**src/rtl/core/mme_pkg.sv**
```systemverilog
// ----------------------------------------------------------------------------
// mme_pkg
// Shared types and constants of the matrix multiply engine core.
// ----------------------------------------------------------------------------
`default_nettype none

package mme_pkg;

  localparam int MAX_DIM    = 16;
  localparam int DIM_W      = 4;
  localparam int SIZE_W     = 5;
  localparam int ADDR_W     = 8;
  localparam int MEM_DEPTH  = 256;
  localparam int CMDQ_DEPTH = 4;
  localparam int CMDQ_PTR_W = 2;

  localparam logic [SIZE_W-1:0] SIZE_RESET  = 5'd16;
  localparam logic [SIZE_W-1:0] SIZE_MAX    = 5'd16;
  localparam logic [31:0]       FP_DEF_NAN  = 32'hFFC0_0000;
  localparam logic [31:0]       FP_QUIET    = 32'h0040_0000;

  typedef enum logic [1:0] {
    OP_WR_A    = 2'd0,
    OP_WR_B    = 2'd1,
    OP_COMPUTE = 2'd2
  } op_e;

  typedef struct packed {
    op_e              kind;
    logic [DIM_W-1:0] row;
    logic [DIM_W-1:0] col;
    logic [31:0]      value;
  } cmd_t;

  typedef enum logic [2:0] {
    B_IDLE,
    B_READ,
    B_MUL1,
    B_MUL2,
    B_MUL3,
    B_ADD1,
    B_ADD2,
    B_DONE
  } back_state_e;

endpackage

`default_nettype wire

```
**src/rtl/core/mme_cmd_fifo.sv**
```systemverilog
// ----------------------------------------------------------------------------
// mme_cmd_fifo
// Short command queue between the front end and the back end.
// ----------------------------------------------------------------------------
`default_nettype none

module mme_cmd_fifo (
  input  wire logic          clk_i,
  input  wire logic          rst_ni,
  input  wire logic          push_i,
  input  wire mme_pkg::cmd_t wdata_i,
  output logic               full_o,
  input  wire logic          pop_i,
  output mme_pkg::cmd_t      rdata_o,
  output logic               empty_o
);
  import mme_pkg::*;

  cmd_t                  mem_q [CMDQ_DEPTH];
  logic [CMDQ_PTR_W-1:0] wr_ptr_q, wr_ptr_d;
  logic [CMDQ_PTR_W-1:0] rd_ptr_q, rd_ptr_d;
  logic [CMDQ_PTR_W:0]   count_q, count_d;
  logic                  do_push, do_pop;

  assign full_o  = (count_q == (CMDQ_PTR_W+1)'(CMDQ_DEPTH));
  assign empty_o = (count_q == '0);
  assign rdata_o = mem_q[rd_ptr_q];
  assign do_push = push_i && !full_o;
  assign do_pop  = pop_i && !empty_o;

  always_comb begin
    wr_ptr_d = do_push ? wr_ptr_q + 1'b1 : wr_ptr_q;
    rd_ptr_d = do_pop ? rd_ptr_q + 1'b1 : rd_ptr_q;
    count_d  = count_q;
    if (do_push && !do_pop) begin
      count_d = count_q + 1'b1;
    end else if (do_pop && !do_push) begin
      count_d = count_q - 1'b1;
    end
  end

  always_ff @(posedge clk_i or negedge rst_ni) begin
    if (!rst_ni) begin
      wr_ptr_q <= '0;
      rd_ptr_q <= '0;
      count_q  <= '0;
    end else begin
      wr_ptr_q <= wr_ptr_d;
      rd_ptr_q <= rd_ptr_d;
      count_q  <= count_d;
    end
  end

  always_ff @(posedge clk_i) begin
    if (do_push) begin
      mem_q[wr_ptr_q] <= wdata_i;
    end
  end

endmodule

`default_nettype wire

```
**config.mk**
```make
export PLATFORM = sky130hd
export DESIGN_NAME = mme_cmd_fifo
export DESIGN_NICKNAME = d
export VERILOG_FILES = /design/src/rtl/core/mme_pkg.sv /design/src/rtl/core/mme_cmd_fifo.sv
export SDC_FILE = /design/constraint.sdc
export NUM_CORES = 1
export LEC_CHECK = 0
export ABC_AREA = 0
export BUFFER_PORTS_ARGS = -buffer_cell sky130_fd_sc_hd__buf_2
export CAP_MARGIN = 30
export CORE_MARGIN = 8
export CORE_UTILIZATION = 35
export CTS_CLUSTER_SIZE = 8
export DETAILED_ROUTE_END_ITERATION = 10
export SYNTH_ARGS = -nofsm -noshare
export SYNTH_HDL_FRONTEND = slang
export SYNTH_SLANG_ARGS = --single-unit
```
**constraint.sdc**
```tcl
create_clock -name clk_i -period 2.4 [get_ports clk_i]
set_clock_uncertainty 0.2 [all_clocks]
set_input_delay 0.24 -clock clk_i [delete_from_list [all_inputs] [get_ports clk_i]]
set_output_delay 0.24 -clock clk_i [all_outputs]
set_load 0.005 [all_outputs]
```
Word level (Yosys, flattened, before mapping):

Memories as Yosys holds them, arrays and structs flattened.
Cells that the tools add are included.

* register bits after elaboration: 7
* memories: 1
* bits of input ports: 46
* word-level logic and storage cells: 23
* bits in writable memories: 168
* output and inout port bits: 44

Memory list
* mem_q: words 4, bits a word 42, read ports 1, clocked after Yosys merged registers in 0, wr ports 1, RTL line mme_cmd_fifo.sv:19 `cmd_t mem_q [CMDQ_DEPTH];`

* reduce and logical (&&, ||, !) cells: 10
* add/subtract/negate cells: 4
* eq/ne operators: 1
* multiplexer cells: 4

Operators with widths (count)
* 2-to-1 mux 3 bit: 2
* adder 2 x 1 -> 2 bit, second input constant: 2
* logical AND 1 bit: 4
* zero test 1 bit: 4
* adder 3 x 1 -> 3 bit, second input constant: 1
* equality test 3 bit, second input constant: 1
* zero test 3 bit: 1
* subtractor 3 x 1 -> 3 bit, second input constant: 1
* 2-to-1 mux 1 bit: 2
* nonzero test 2 bit: 1

Longest topological paths before layout:

* word-level depth: 7
* depth in mapped cells: 9

Worst setup path after synthesis:

OpenSTA, ideal clock, no wires.

* path type: register to register
* start point: register count_q[2]
* end point: memory mem_q[2][0] (netlist bit), enable pin
* slack: -34 ps
* arrival: 1830 ps
* buffers on the path: 1
* clock period less this slack: 2434 ps
* cell stages (with the launch flop): 5
* cells stage by stage: dfrtp_1 nor3b_2 nor2b_1 buf_6 and2_1

* longest elaborated chain between the ends: 5

Ends and longest elaborated chain
* start: declaration: RTL line mme_cmd_fifo.sv:22 `logic [CMDQ_PTR_W:0] count_q, count_d;`
* start signal: assignment: RTL line mme_cmd_fifo.sv:50 `count_q <= count_d;`
* equality test 3 bit: RTL line mme_cmd_fifo.sv:25 `assign full_o = (count_q == (CMDQ_PTR_W+1)'(CMDQ_DEPTH));`
* named net full_o: RTL line mme_cmd_fifo.sv:12 `output logic full_o,`
* zero test 1 bit: RTL line mme_cmd_fifo.sv:28 `assign do_push = push_i && !full_o;`
* logical AND 1 bit: RTL line mme_cmd_fifo.sv:28
* named net do_push: RTL line mme_cmd_fifo.sv:23 `logic do_push, do_pop;`
* 2-to-1 mux 1 bit: RTL line mme_cmd_fifo.sv:55 `if (do_push) begin`
* 2-to-1 mux 1 bit (implied by the code): RTL line mme_cmd_fifo.sv:56 `mem_q[wr_ptr_q] <= wdata_i;`
* end: declaration: RTL line mme_cmd_fifo.sv:19

The timed path passes the listed nets, and every way through them passes these cells.

==> impl_results.md <==
* Synth Area in Adders at 1.26%
* Worst Hold Class: in2reg
* Root buf cell: clkbuf_16
* # port buffers at 89
* Critical path, cell by cell: buf_16, mux4_1, buf_2
* Initial Utilization at 35.4%
* Width of the chip at 153 um
* Buf+Inv Stages, Crit Path at 2
* Ant. Diodes at 0
* Pwr Total at 0.00955 W
* GP Congestion at 0.723
* Hold Fails Final Rpt at 0
* Setup Viol. Count Final at 0
* Complex-gate fraction of the synthesized area at 0%
* Vias at ~3100
* Final wirelength at 12600 um
* Synth Area in XOR/XNOR at 0.803%
* CP top delay family: multiplexers
* Max-Cap Viols at 0
* Max rail drop VDD at 628 uV
* Highest Clock Rate at 436 MHz
* Final slew viol count at 0
* Top cells by area, synth: edfxtp_1 77%, mux4_2 13%, dfrtp_1 2.7%
* Worst slew pin tran at 384 ps
* Crit. End Element: output pin
* Cell taking the most area after synthesis: edfxtp_1
* RSZ-0062 raised after global routing: no
* # DRC at 0
* Post-synthesis sequential area ratio at 79.7%
* Largest family of logic cells by synthesized area: multiplexers
* Core Rows at 50
* Core area at between 0.015 and 0.02 mm2
* Slowest CP cell: mux4_1
* Top Ports at 90
* Period utilization at 95.5%
* Post-Synth Simple-Gate Area at 0.955%
* Synth Warn # at 0
* Area Growth Syn to Fin at 27.5%
* FFs w/ async S/R, synth at about 4.0%
* Via density at 4.66
* Largest net degree at the start of global routing at 25
* Post-DRT Antenna Nets at 0
* Tmin final at 2290 ps
* CP max FO at 11
* Clock latency on the worst-skew pair at 420 ps
* Critical path type: reg2out
* Number of global-route vias before repair at 3570
* Synth top area share at 77.0%
* CTS max path bufs at 2
* Clock transition at the registers of the reported paths at approximately 60 ps
* Worst Setup Start Kind: flop
* Setup TNS at 0 ps
* Required time of the worst setup path at 1960 ps
* Netlist area before placement at 0.00655 mm2
* Main synth FF type: edfxtp_1
* CTS sink cnt at 175
* Worst slew margin at about three quarters
* Die ar. at approximately 0.023 mm2
* Share of layout cells above drive strength 1 at 42.4%
* H-tree depth at 4
* Synth cell count leaders: 168 x edfxtp_1, 38 x mux4_2, 7 x dfrtp_1
* Multiplexer area fraction after synthesis at between 10% and 20%
* Syn avg cell area at between 20 and 30 um2
* Leak at 2.92 nW
* GRT overflow at 0
* Initial DRC count at 175
* Cts bufs inserted at 17
* Net count after synthesis at slightly above 300
* Final net count at 466
* Final core utilization at 45.1%
* Post-synth EDFFs at roughly 170
* Most common cell in the netlist: edfxtp_1
* Synth Register Bits at 175
* DRT Pass-1 Iters at 4
* Dpl cells at 581
* Pwr Density at 1140 mW/mm2
* First-pass GRT wire length at 19900 um
* Cells after Synth at 256
* GRT Util Overall at 11.2%
* Post-synthesis cell type count at 21
* Dpl cell area at 0.00730 mm2
* Die height at ~150 um
* Routed wire per std cell at 19.0 um
* Non-filler instance count after layout at around 660
* Worst EP arrival at 1850 ps
* Antenna violations before repair at 0
* Final instance area at 0.00835 mm2
* DP HPWL at between 7000 and 8000 um
* CTS tree: built
* Crit path largest cell delay at 590 ps
* Status: finished clean
-- where the power goes --
part | total, W | switching [W] | internal [W]
registers | 0.00422 | 0.000164 | 0.00405
clock network | 0.00242 | 0.00111 | 0.00131
logic | 0.00291 | 0.00140 | 0.00151
total | 0.00955 | 0.00268 | 0.00687
-- per-layer routing --
layer  track usage [%]  vias to the layer above  part of all wire [%]
li1                  -                     1402                     -
met1              13.6                     1600                    46
met2              18.3                       72                    49
met3              4.17                        7                   4.4
met4              3.53                        0                  0.72
met5                 0                        -                     0
-- state kept, by name, indices dropped and copies added (netlist names) --
| name | count |
|---|---|
| mem_q | 168 |
| count_q | 3 |
| rd_ptr_q | 2 |
| wr_ptr_q | 2 |
-- through the flow --
step	worst slack (ps)	hold slack [ps]
after CTS	21.4	147
after detailed placement	113	-113
after global routing	16.7	188
after floorplan	223	-256
after global placement	211	-122
final	108	174
-- what timing repair did --
action / CTS / global route
gates resized for setup: 2 / 1
gates cloned: 1 / 1
endpoints found under the setup margin: 8 / 3
hold endpoints to repair: 177 / 0
hold buffers: 45 / 0
buffers inserted: 0 / 1
-- worst min-delay path, delay by kind of cell --
kind	cells	cell delay [ps]
buf+inv	2	260
simple gates	1	140
xor+xnor	1	120
-- logic make-up (layout without fill, tap and decap cells) --
| kind of cell | count (synthesis) | after routing |
|---|---|---|
| xor gates and xnor gates | 6 | 6 |
| adders and majority gates | 6 | 6 |
| buffers and inverters | 15 | 186 |
| DFF | 175 | 175 |
| muxes | 44 | 44 |
| and+or+nand+nor | 10 | 10 |
-- cells in the final DEF (no fill, tap or decap) --
cell type	n
and2_2	4
buf_12	2
buf_16	2
buf_2	89
buf_4	11
clkbuf_1	1
clkbuf_16	18
clkinv_1	3
clkinv_2	2
clkinv_4	2
clkinvlp_4	5
dfrtp_1	5
dfrtp_2	1
dfrtp_4	1
dlygate4sd3_1	45
edfxtp_1	168
fa_1	1
ha_1	4
ha_2	1
inv_1	4
inv_6	2
mux2_2	1
mux2_4	1
mux4_1	4
mux4_2	38
nand2_1	1
nand3_1	1
nor2_1	1
nor2b_1	1
nor3b_2	1
or3_1	1
xnor2_1	4
xor2_1	2
-- final timing paths --
check	endpoint	start	slack [ps]	cells past startpoint
max	rdata_o[26]	rd_ptr_q[0]$_DFFE_PN0P_	110	3
min	wr_ptr_q[0]$_DFFE_PN0P_	push_i	170	4
max reg2reg	count_q[2]$_DFFE_PN0P_	count_q[0]$_DFFE_PN0P_	140	8
min reg2reg	count_q[2]$_DFFE_PN0P_	count_q[2]$_DFFE_PN0P_	300	1
max in group asynchronous	rd_ptr_q[0]$_DFFE_PN0P_	rst_ni	1150	3
min in group asynchronous	rd_ptr_q[0]$_DFFE_PN0P_	rst_ni	570	3
-- area by class of cell --
class	instances	area, um2
fill	1583	10200
sequential	175	5230
multi-input combinational	66	1190
timing repair buffer	150	1100
clock buffer	18	429
tap	234	293
clock inverter	14	93.8
inverter	4	15.0
(Power assumes the default switching activity.)
