==> src/rtl/core/mme_pkg.sv <==
// ----------------------------------------------------------------------------
// mme_pkg
// Shared types and constants of the matrix multiply engine core.
// ----------------------------------------------------------------------------
`default_nettype none

package mme_pkg;

  localparam int MAX_DIM    = 16;
  localparam int DIM_W      = 4;
  localparam int SIZE_W     = 5;
  localparam int ADDR_W     = 8;
  localparam int MEM_DEPTH  = 256;
  localparam int CMDQ_DEPTH = 4;
  localparam int CMDQ_PTR_W = 2;

  localparam logic [SIZE_W-1:0] SIZE_RESET  = 5'd16;
  localparam logic [SIZE_W-1:0] SIZE_MAX    = 5'd16;
  localparam logic [31:0]       FP_DEF_NAN  = 32'hFFC0_0000;
  localparam logic [31:0]       FP_QUIET    = 32'h0040_0000;

  typedef enum logic [1:0] {
    OP_WR_A    = 2'd0,
    OP_WR_B    = 2'd1,
    OP_COMPUTE = 2'd2
  } op_e;

  typedef struct packed {
    op_e              kind;
    logic [DIM_W-1:0] row;
    logic [DIM_W-1:0] col;
    logic [31:0]      value;
  } cmd_t;

  typedef enum logic [2:0] {
    B_IDLE,
    B_READ,
    B_MUL1,
    B_MUL2,
    B_MUL3,
    B_ADD1,
    B_ADD2,
    B_DONE
  } back_state_e;

endpackage

`default_nettype wire

==> src/rtl/core/mme_front.sv <==
// ----------------------------------------------------------------------------
// mme_front
// Front end: size register, input handshake and item classification.
// ----------------------------------------------------------------------------
`default_nettype none

module mme_front (
  input  wire logic                       clk_i,
  input  wire logic                       rst_ni,
  input  wire logic                       cfg_valid_i,
  output logic                            cfg_ready_o,
  input  wire logic [mme_pkg::SIZE_W-1:0] cfg_data_i,
  input  wire logic                       push_i,
  output logic                            full_o,
  input  wire logic [1:0]                 op_i,
  input  wire logic [mme_pkg::DIM_W-1:0]  row_index_i,
  input  wire logic [mme_pkg::DIM_W-1:0]  col_index_i,
  input  wire logic [31:0]                element_value_i,
  output logic                            q_push_o,
  output mme_pkg::cmd_t                   q_cmd_o,
  input  wire logic                       q_full_i,
  output logic [mme_pkg::SIZE_W-1:0]      eff_size_o
);
  import mme_pkg::*;

  logic [SIZE_W-1:0] size_q;
  logic              in_range, op_ok;

  assign cfg_ready_o = 1'b1;
  assign full_o      = q_full_i;
  assign eff_size_o  = (size_q > SIZE_MAX) ? SIZE_MAX : size_q;

  // size zero leaves nothing in range
  assign in_range = ({1'b0, row_index_i} < eff_size_o) && ({1'b0, col_index_i} < eff_size_o);

  always_comb begin
    op_ok = 1'b0;
    unique case (op_i)
      OP_WR_A, OP_WR_B, OP_COMPUTE: op_ok = 1'b1;
      default: op_ok = 1'b0;
    endcase
  end

  assign q_push_o      = push_i && !q_full_i && in_range && op_ok;
  assign q_cmd_o.kind  = op_e'(op_i);
  assign q_cmd_o.row   = row_index_i;
  assign q_cmd_o.col   = col_index_i;
  assign q_cmd_o.value = element_value_i;

  always_ff @(posedge clk_i or negedge rst_ni) begin
    if (!rst_ni) begin
      size_q <= SIZE_RESET;
    end else if (cfg_valid_i && cfg_ready_o) begin
      size_q <= cfg_data_i;
    end
  end

endmodule

`default_nettype wire

==> config.mk <==
export PLATFORM = sky130hd
export DESIGN_NAME = mme_front
export DESIGN_NICKNAME = d
export VERILOG_FILES = /design/src/rtl/core/mme_pkg.sv /design/src/rtl/core/mme_front.sv
export SDC_FILE = /design/constraint.sdc
export NUM_CORES = 1
export LEC_CHECK = 0
export BUFFER_PORTS_ARGS = -buffer_cell sky130_fd_sc_hd__buf_2
export CAP_MARGIN = 20
export CORE_UTILIZATION = 30
export CTS_BUF_LIST = sky130_fd_sc_hd__clkbuf_8
export DETAILED_ROUTE_END_ITERATION = 6
export PLACE_DENSITY = 0.8
export SETUP_SLACK_MARGIN = 0.1
export SYNTH_ARGS = -nofsm -noshare
export SYNTH_HDL_FRONTEND = slang
export SYNTH_SLANG_ARGS = --single-unit
==> constraint.sdc <==
create_clock -name clk_i -period 2.95 [get_ports clk_i]
set_clock_uncertainty 0.05 [all_clocks]
set_input_delay 0.59 -clock clk_i [delete_from_list [all_inputs] [get_ports clk_i]]
set_output_delay 0.59 -clock clk_i [all_outputs]
set_load 0.02 [all_outputs]
-- After elaboration in Yosys (flattened, before gate mapping)
Index checks and enable logic that the tools add are counted.
- input bits: 52
- memory bits (read-only): 0
- latch bits: 0
- memories kept: 0
- register bits: 5
- logic and storage cells: 15
- memory bits (writable): 0
- output and inout port bits: 50
- add/subtract/negate cells: 0
- reductions and logical operators: 7
- multiply operators: 0
- magnitude comparators: 3
- shifts and indexed selects: 0
- eq/ne operators: 2
- muxes and demuxes: 2
- bitwise operators: 0
- divide/modulo/power cells: 0
- operator list (cell ; count):
    less-than comparator 4 x 5 -> 1 bit ; 2
    greater-than comparator 5 bit (second input constant) ; 1
    two-way mux 5 bit ; 1
    logical AND 1 bit ; 4
    OR reduction 3 bit ; 1
    equality test 2 x 1 -> 1 bit (second input constant) ; 1
    equality test 2 bit (second input constant) ; 1
    zero test 2 bit ; 1
    zero test 1 bit ; 1
    two-way mux 1 bit ; 1

-- Depth between registers and ports, before layout
Gate-level depths: netlist (run 1).
- depth in word-level cells: 6
- mapped depth: 6
- depth with buffers taken out: 6

-- Least setup slack after synthesis (run 1)
Ideal clock, no wire load.
- kind: reg-to-output
- start: register size_q[4]
- end: output q_push_o
- setup slack: 0.179 ns
- stages on the path, launching flop included: 7
- data required time: 2.310 ns
- data arrival time: 2.131 ns
- path buffers: 0
- path through: dfstp_2 inv_1 nand2_1 ha_1 a211oi_2 o211ai_1 a2111oi_1
- word-level cells in the longest chain between the ends: 6
- elaborated cells on any way between the ends: 7
- those cells by class: order compare: 3; mux: 1; reduce/logical: 3
- RTL lines (what ; RTL line ; RTL):
    from (decl) ; mme_front.sv:26 ; logic [SIZE_W-1:0] size_q;
    from (signal assigned) ; mme_front.sv:54 ; size_q <= cfg_data_i;
    greater-than comparator 5 bit ; mme_front.sv:31 ; assign eff_size_o = (size_q > SIZE_MAX) ? SIZE_MAX : size_q;
    two-way mux 5 bit (*) ; mme_front.sv:31 ;
    less-than comparator 4 x 5 -> 1 bit ; mme_front.sv:34 ; assign in_range = ({1'b0, row_index_i} < eff_size_o) && ({1'b0, col_index_i} < eff_size_o);
    logical AND 1 bit (*) ; mme_front.sv:34 ;
    logical AND 1 bit (*) (2 in series) ; mme_front.sv:44 ; assign q_push_o = push_i && !q_full_i && in_range && op_ok;
    to (decl) ; mme_front.sv:19 ; output logic q_push_o,
Every way passes the cells marked *; elsewhere a longest branch is shown, timed or not.

-- Final worst setup path (run 1)
Same ends and word-level chain as after synthesis.

==> results of run 1 <==
layout by cell type, fill, tap and decap left out, types with 2 or more instances in the layout:
cell type | Yosys | routed
sky130_fd_sc_hd__mux2_2 | 4 | 4
sky130_fd_sc_hd__ha_1 | 6 | 5
sky130_fd_sc_hd__buf_2 | 0 | 35
sky130_fd_sc_hd__nand2_1 | 6 | 5
sky130_fd_sc_hd__a21oi_1 | 2 | 2
sky130_fd_sc_hd__inv_1 | 7 | 7
sky130_fd_sc_hd__clkbuf_8 | 0 | 3
sky130_fd_sc_hd__dfrtp_1 | 4 | 4
through the flow:
| step | setup slack (ns) | hold WS (ns) | util [%] | power, mW |
|---|---|---|---|---|
| 2_1_floorplan | 0.179 | 0.244 | - | 0.216 |
| 3_3_place_gp | 0.342 | 0.355 | 26.7 | 0.177 |
| 3_5_place_dp | 0.302 | 0.359 | 26.7 | 0.181 |
| 4_1_cts | 0.152 | 0.120 | 29.0 | 0.310 |
| 5_1_grt | 0.109 | 0.128 | 29.7 | 0.328 |
| 6_report | 0.224 | 0.124 | 29.7 | 0.309 |
worst max-delay path: stages (launching register included):
cell                        delay [ns]
sky130_fd_sc_hd__dfstp_2          0.56
sky130_fd_sc_hd__inv_2            0.07
sky130_fd_sc_hd__nand2_2          0.10
sky130_fd_sc_hd__ha_4             0.22
sky130_fd_sc_hd__a211oi_2         0.17
sky130_fd_sc_hd__o211ai_1         0.13
sky130_fd_sc_hd__a2111oi_2        0.40
sky130_fd_sc_hd__buf_4            0.21
cells by family (layout without fill, tap and decap cells):
| kind of cell | Yosys count | in the layout | share of synthesized area (%) |
|---|---|---|---|
| AO/OA/AOI/OAI | 7 | 7 | 7.53 |
| flip-flops | 5 | 5 | 17.7 |
| buffers and inverters | 52 | 47 | 50.4 |
| multiplexers | 4 | 4 | 6.30 |
| AND/OR/NAND/NOR | 10 | 10 | 7.01 |
| other | 1 | 1 | 0.525 |
| adder cells (fa/ha/maj) | 6 | 6 | 10.5 |
per-layer routing:
metal	global-route usage [%]	vias up	share of wire [%]
met4	14.4	0	6.2
li1	-	219	-
met2	17.3	41	50
met3	3.94	14	12
met5	0	-	0
met1	9.19	211	31
report_power, final:
part	total [mW]	switching [mW]	internal [mW]
registers	0.0824	0.00555	0.0769
clock network	0.123	0.0337	0.0892
logic	0.104	0.0596	0.0444
repair_timing:
| item | 4_1_cts | 5_1_grt |
|---|---|---|
| endpoints found under the setup margin | 1 | 1 |
| endpoints found under the hold margin | 0 | 0 |
| gates resized for setup | 2 | 3 |
| pin swaps | 1 | 2 |
synthesized netlist by cell type (all sizes together), types with 2 or more instances:
| library cell | n |
|---|---|
| buf | 44 |
| inv | 7 |
| ha | 6 |
| nand2 | 6 |
| dfrtp | 4 |
| mux2 | 4 |
| a2111oi | 2 |
| a21oi | 2 |
path summary, 6_finish.rpt:
path | startpoint | end | slack, ns | cells past startpoint
max reg2reg | size_q[4] | size_q[4] | 2.02 | 2
min | rst_ni | size_q[0] | 0.12 | 1
max in group asynchronous | rst_ni | size_q[4] | 2.52 | 1
max | size_q[4] | q_push_o | 0.22 | 7
min reg2reg | size_q[1] | size_q[1] | 0.47 | 1
min in group clk_i | size_q[1] | size_q[1] | 0.47 | 1
cell type report:
| type | count | area (sq um) | area share, % |
|---|---|---|---|
| Multi-Input combinational cell | 28 | 248 | 37.4 |
| Timing Repair Buffer | 36 | 183 | 27.5 |
| Sequential cell | 5 | 126 | 19.1 |
| Clock buffer | 3 | 41.3 | 6.23 |
| Tap cell | 28 | 35.0 | 5.28 |
| Inverter | 7 | 26.3 | 3.96 |
| Clock inverter | 1 | 3.75 | 0.566 |
==> impl_metrics.json, run 1 <==
{
  "run_status": "finished clean",
  "floorplan.die.height_microns": 50.8,
  "worst_slew_pin_slew_ns": 0.625,
  "slew_headroom_pct": 57.2,
  "cts_sink_count": 5,
  "cts_tree": "yes",
  "routed_wirelength_microns": 1310,
  "numCtsBuffers": 3,
  "finalMaxSlewViolations": 0,
  "groute.usage.overall_pct": 10.9,
  "postPlaceCellArea_sq_um": 596,
  "grt_antenna_before_repair": 0,
  "timing.final.hold_violations": 0,
  "critical_path.endpoint_type": "output pin",
  "vdd_ir_drop_max_mv": 0.252,
  "post_cts_hold_buffer_count": 0,
  "initial_core_util_pct": 32.0,
  "synthDistinctLibCells": 19,
  "ctsLongestPathBuffers": 2,
  "post_synth_top_area_share_pct": 46.2,
  "grt_setup_unrepaired": "no",
  "layout_min_cycle_time_ns": 2.73,
  "clock_tree.root_cell": "sky130_fd_sc_hd__clkbuf_8",
  "area.growth.synth_to_final_pct": -7.18,
  "violation_count_after_the_first_detailed_routing_iteration": 2,
  "insertion_delay_to_the_later_sink_of_the_worst_skew_pair_ns": 0.22,
  "min-delay-path-class": "input pin to async pin",
  "placed_cells_incl_taps": 104,
  "gp_routability_congestion": 0.815,
  "synth_edf_count": 0,
  "drt-wirelength-per-cell_microns": 12.1,
  "syn_nets": 143,
  "finalNonFillerCells": 108,
  "core-area_sq_mm": 0.00223,
  "post-cts-setup-buffers": 0,
  "die-width_microns": 50.8,
  "synth_seq_cells": 5,
  "largest_registers": "size_q: 5 flops",
  "htreeDepth": 1,
  "first_global_vias": 506,
  "floorplan.die_area_sq_mm": 0.00258,
  "drc": 0,
  "largest_register_ff_count": 5,
  "async_flop_share_pct": 100,
  "path_max_fanout": 5,
  "placementRows": 17,
  "detail_route.first_pass.iterations": 2,
  "synthCells": 85,
  "crit_required_ns": 2.31,
  "antennaDiodeCount": 0,
  "worst_setup_path_start_kind": "flip-flop",
  "fin_setup_tns_ns": 0,
  "synth.cell_area_sq_um": 714,
  "antenna_left": 0,
  "cell_type_with_the_largest_total_area_after_synthesis": "sky130_fd_sc_hd__buf_4",
  "power_leakage_nw": 0.365,
  "first_pass_grt_wire_length_microns": 2050,
  "post_synth_main_area_contributors": "sky130_fd_sc_hd__buf_4, sky130_fd_sc_hd__dfrtp_1, sky130_fd_sc_hd__ha_1",
  "port-buffer-count": 36,
  "min_period_over_period_pct": 92.4,
  "synth_top_flop_cell": "sky130_fd_sc_hd__dfrtp_1",
  "fin_nets": 139,
  "synth.yosys.warnings": 0,
  "worst-endpoint-arrival_ns": 2.09,
  "postLayoutCellArea_sq_um": 663,
  "timing.final.setup_violations": 0,
  "synth.yosys.seq_area_share_pct": 17.7,
  "grt_overflow_total": 0,
  "worst_setup_hold_path_clk_slew_ns": 0.03,
  "hpwlAfterDp_microns": 1150,
  "regMostFlops": "size_q",
  "viasPerCell": 4.49,
  "cp_class": "flip-flop to output pin",
  "synth.avg_cell_area_sq_um": 8.41,
  "fillCellCount": 245,
  "maximum_number_of_pins_on_one_net_before_global_route_repair": 7,
  "max_clock_freq_mhz": 367,
  "maxCapViolCount": 0,
  "ios": 102,
  "power.density_mw_per_mm2": 466,
  "via_count": 485,
  "post_route_cells_drive_above_1_share_pct": 61.3
}
Power figures use the tool's default switching activity.
==> inputs of run 2 (changes only) <==
--- a/config.mk
+++ b/config.mk
@@ -10,7 +10,7 @@
 export CORE_UTILIZATION = 30
 export CTS_BUF_LIST = sky130_fd_sc_hd__clkbuf_8
 export DETAILED_ROUTE_END_ITERATION = 6
-export PLACE_DENSITY = 0.8
+export PLACE_DENSITY = 0.81
 export SETUP_SLACK_MARGIN = 0.1
 export SYNTH_ARGS = -nofsm -noshare
 export SYNTH_HDL_FRONTEND = slang
==> impl_metrics.json, run 2 (synthesis results as in run 1) <==
{
  "finalWorstSetupSlack_ns": 0.233,
  "max_clock_freq_mhz": 368,
  "first_global_vias": 505,
  "fillCellCount": 257,
  "fin_setup_tns_ns": 0,
  "min_period_over_period_pct": 92.1,
  "postLayoutCellArea_sq_um": 648,
  "placementRows": 17,
  "run_status": "finished clean",
  "power.density_mw_per_mm2": 468,
  "finalMaxSlewViolations": 0,
  "port-buffer-count": 36,
  "drt-wirelength-per-cell_microns": 11.6,
  "fin_nets": 139,
  "maxCapViolCount": 0,
  "post_route_cells_drive_above_1_share_pct": 60.0,
  "layout.cells.most_common_list": "sky130_fd_sc_hd__buf_2, sky130_fd_sc_hd__inv_1, sky130_fd_sc_hd__ha_1",
  "first_pass_grt_wire_length_microns": 2050,
  "antennaDiodeCount": 0,
  "cts_sink_count": 5,
  "grt_overflow_total": 0,
  "die-width_microns": 50.8,
  "finalNonFillerCells": 108,
  "violation_count_after_the_first_detailed_routing_iteration": 1,
  "gp_routability_congestion": 0.779,
  "design_power_total_mw": 0.304,
  "maximum_number_of_pins_on_one_net_before_global_route_repair": 7,
  "timing.final.hold_violations": 0,
  "routed_wirelength_microns": 1260,
  "numCtsBuffers": 3,
  "htreeDepth": 1,
  "cp_class": "flip-flop to output pin",
  "worst_slew_pin_slew_ns": 0.609,
  "worst_setup_hold_path_clk_slew_ns": 0.03,
  "worst_setup_path_start_kind": "flip-flop",
  "placed_cells_incl_taps": 104,
  "path_max_fanout": 5,
  "critical_path.endpoint_type": "output pin",
  "vdd_ir_drop_max_mv": 0.261,
  "ios": 102,
  "power_leakage_nw": 0.365,
  "crit_required_ns": 2.31,
  "viasPerCell": 4.42,
  "detail_route.first_pass.iterations": 3,
  "ctsLongestPathBuffers": 2,
  "largest_register_ff_count": 5,
  "area.growth.synth_to_final_pct": -9.28,
  "worst-endpoint-arrival_ns": 2.08,
  "cts_tree": "yes",
  "antenna_left": 0,
  "min-delay-path-class": "input pin to async pin",
  "groute.usage.overall_pct": 10.9,
  "via_count": 477,
  "grt_setup_unrepaired": "no",
  "floorplan.die_area_sq_mm": 0.00258,
  "grt_antenna_before_repair": 0,
  "hpwlAfterDp_microns": 1110,
  "clock_tree.root_cell": "sky130_fd_sc_hd__clkbuf_8",
  "detailedPlace.worstSlack_ns": 0.296,
  "drc": 0,
  "final_common_cell": "sky130_fd_sc_hd__buf_2",
  "layout_min_cycle_time_ns": 2.72,
  "slew_headroom_pct": 58.4,
  "largest_registers": "size_q: 5 flops",
  "initial_core_util_pct": 32.0,
  "insertion_delay_to_the_later_sink_of_the_worst_skew_pair_ns": 0.22,
  "postPlaceCellArea_sq_um": 596,
  "core-area_sq_mm": 0.00223,
  "timing.final.setup_violations": 0,
  "floorplan.die.height_microns": 50.8,
  "regMostFlops": "size_q"
}
==> run 2: cell counts in the layout (fill, tap and decap cells not counted) <==
No cell type changed its count.
==> run 2: path summary, 6_finish.rpt <==
| check | from | to | cells after the start | slack [ns] |
|---|---|---|---|---|
| max in group asynchronous | rst_ni | size_q[4] | 1 | 2.51 |
| hold reg to reg | size_q[2] | size_q[2] | 1 | 0.46 |
| setup / recovery | size_q[4] | q_push_o | 7 | 0.23 |
| min in group clk_i | size_q[2] | size_q[2] | 1 | 0.46 |
| setup reg to reg | size_q[4] | size_q[4] | 2 | 2.03 |
| hold / removal | rst_ni | size_q[0] | 1 | 0.13 |
==> run 2: cell type report <==
type | instances | area (sq um) | area share [%]
Tap cell | 28 | 35.0 | 5.41
Multi-Input combinational cell | 28 | 235 | 36.3
Clock buffer | 3 | 41.3 | 6.37
Inverter | 7 | 26.3 | 4.05
Clock inverter | 1 | 3.75 | 0.579
Sequential cell | 5 | 126 | 19.5
Timing Repair Buffer | 36 | 180 | 27.8
==> run 2: through the flow <==
step | hold slack, ns | utilization, %
2_1_floorplan | 0.244 | -
3_3_place_gp | 0.354 | 26.7
3_5_place_dp | 0.359 | 26.7
4_1_cts | 0.121 | 29.0
5_1_grt | 0.127 | 29.0
6_report | 0.125 | 29.0
==> run 2: critical path, stage by stage, from the launching register on <==
cell and delay [ns]:
sky130_fd_sc_hd__dfstp_2 0.55, sky130_fd_sc_hd__inv_2 0.07, sky130_fd_sc_hd__nand2_2 0.09, sky130_fd_sc_hd__ha_1 0.27
sky130_fd_sc_hd__a211oi_2 0.19, sky130_fd_sc_hd__o211ai_1 0.12, sky130_fd_sc_hd__a2111oi_2 0.34, sky130_fd_sc_hd__buf_2 0.23
==> run 2: per-layer routing <==
| layer | vias up | global-route usage (%) | share of wire [%] |
|---|---|---|---|
| met1 | 213 | 9.39 | 32 |
| met3 | 8 | 3.33 | 8.8 |
| met5 | - | 0 | 0 |
| li1 | 219 | - | - |
| met4 | 0 | 12.5 | 5.4 |
| met2 | 37 | 18.7 | 54 |
==> run 2: report_power, final <==
part / total [mW] / internal (mW) / switching, mW / leakage (nW)
Combinational: 0.0994 / 0.0413 / 0.0581 / 0.281
Sequential: 0.0819 / 0.0768 / 0.00510 / 0.0573
Clock: 0.122 / 0.0891 / 0.0331 / 0.0269
Total: 0.304 / 0.207 / 0.0963 / 0.365
==> run 2: timing repair <==
item                       CTS  global route
pin swaps                    0             1
setup buffers                0             0
cloned                       0             0
hold buffers                 0             0
setup endpoints to repair    1             1
gates resized for setup      2             1
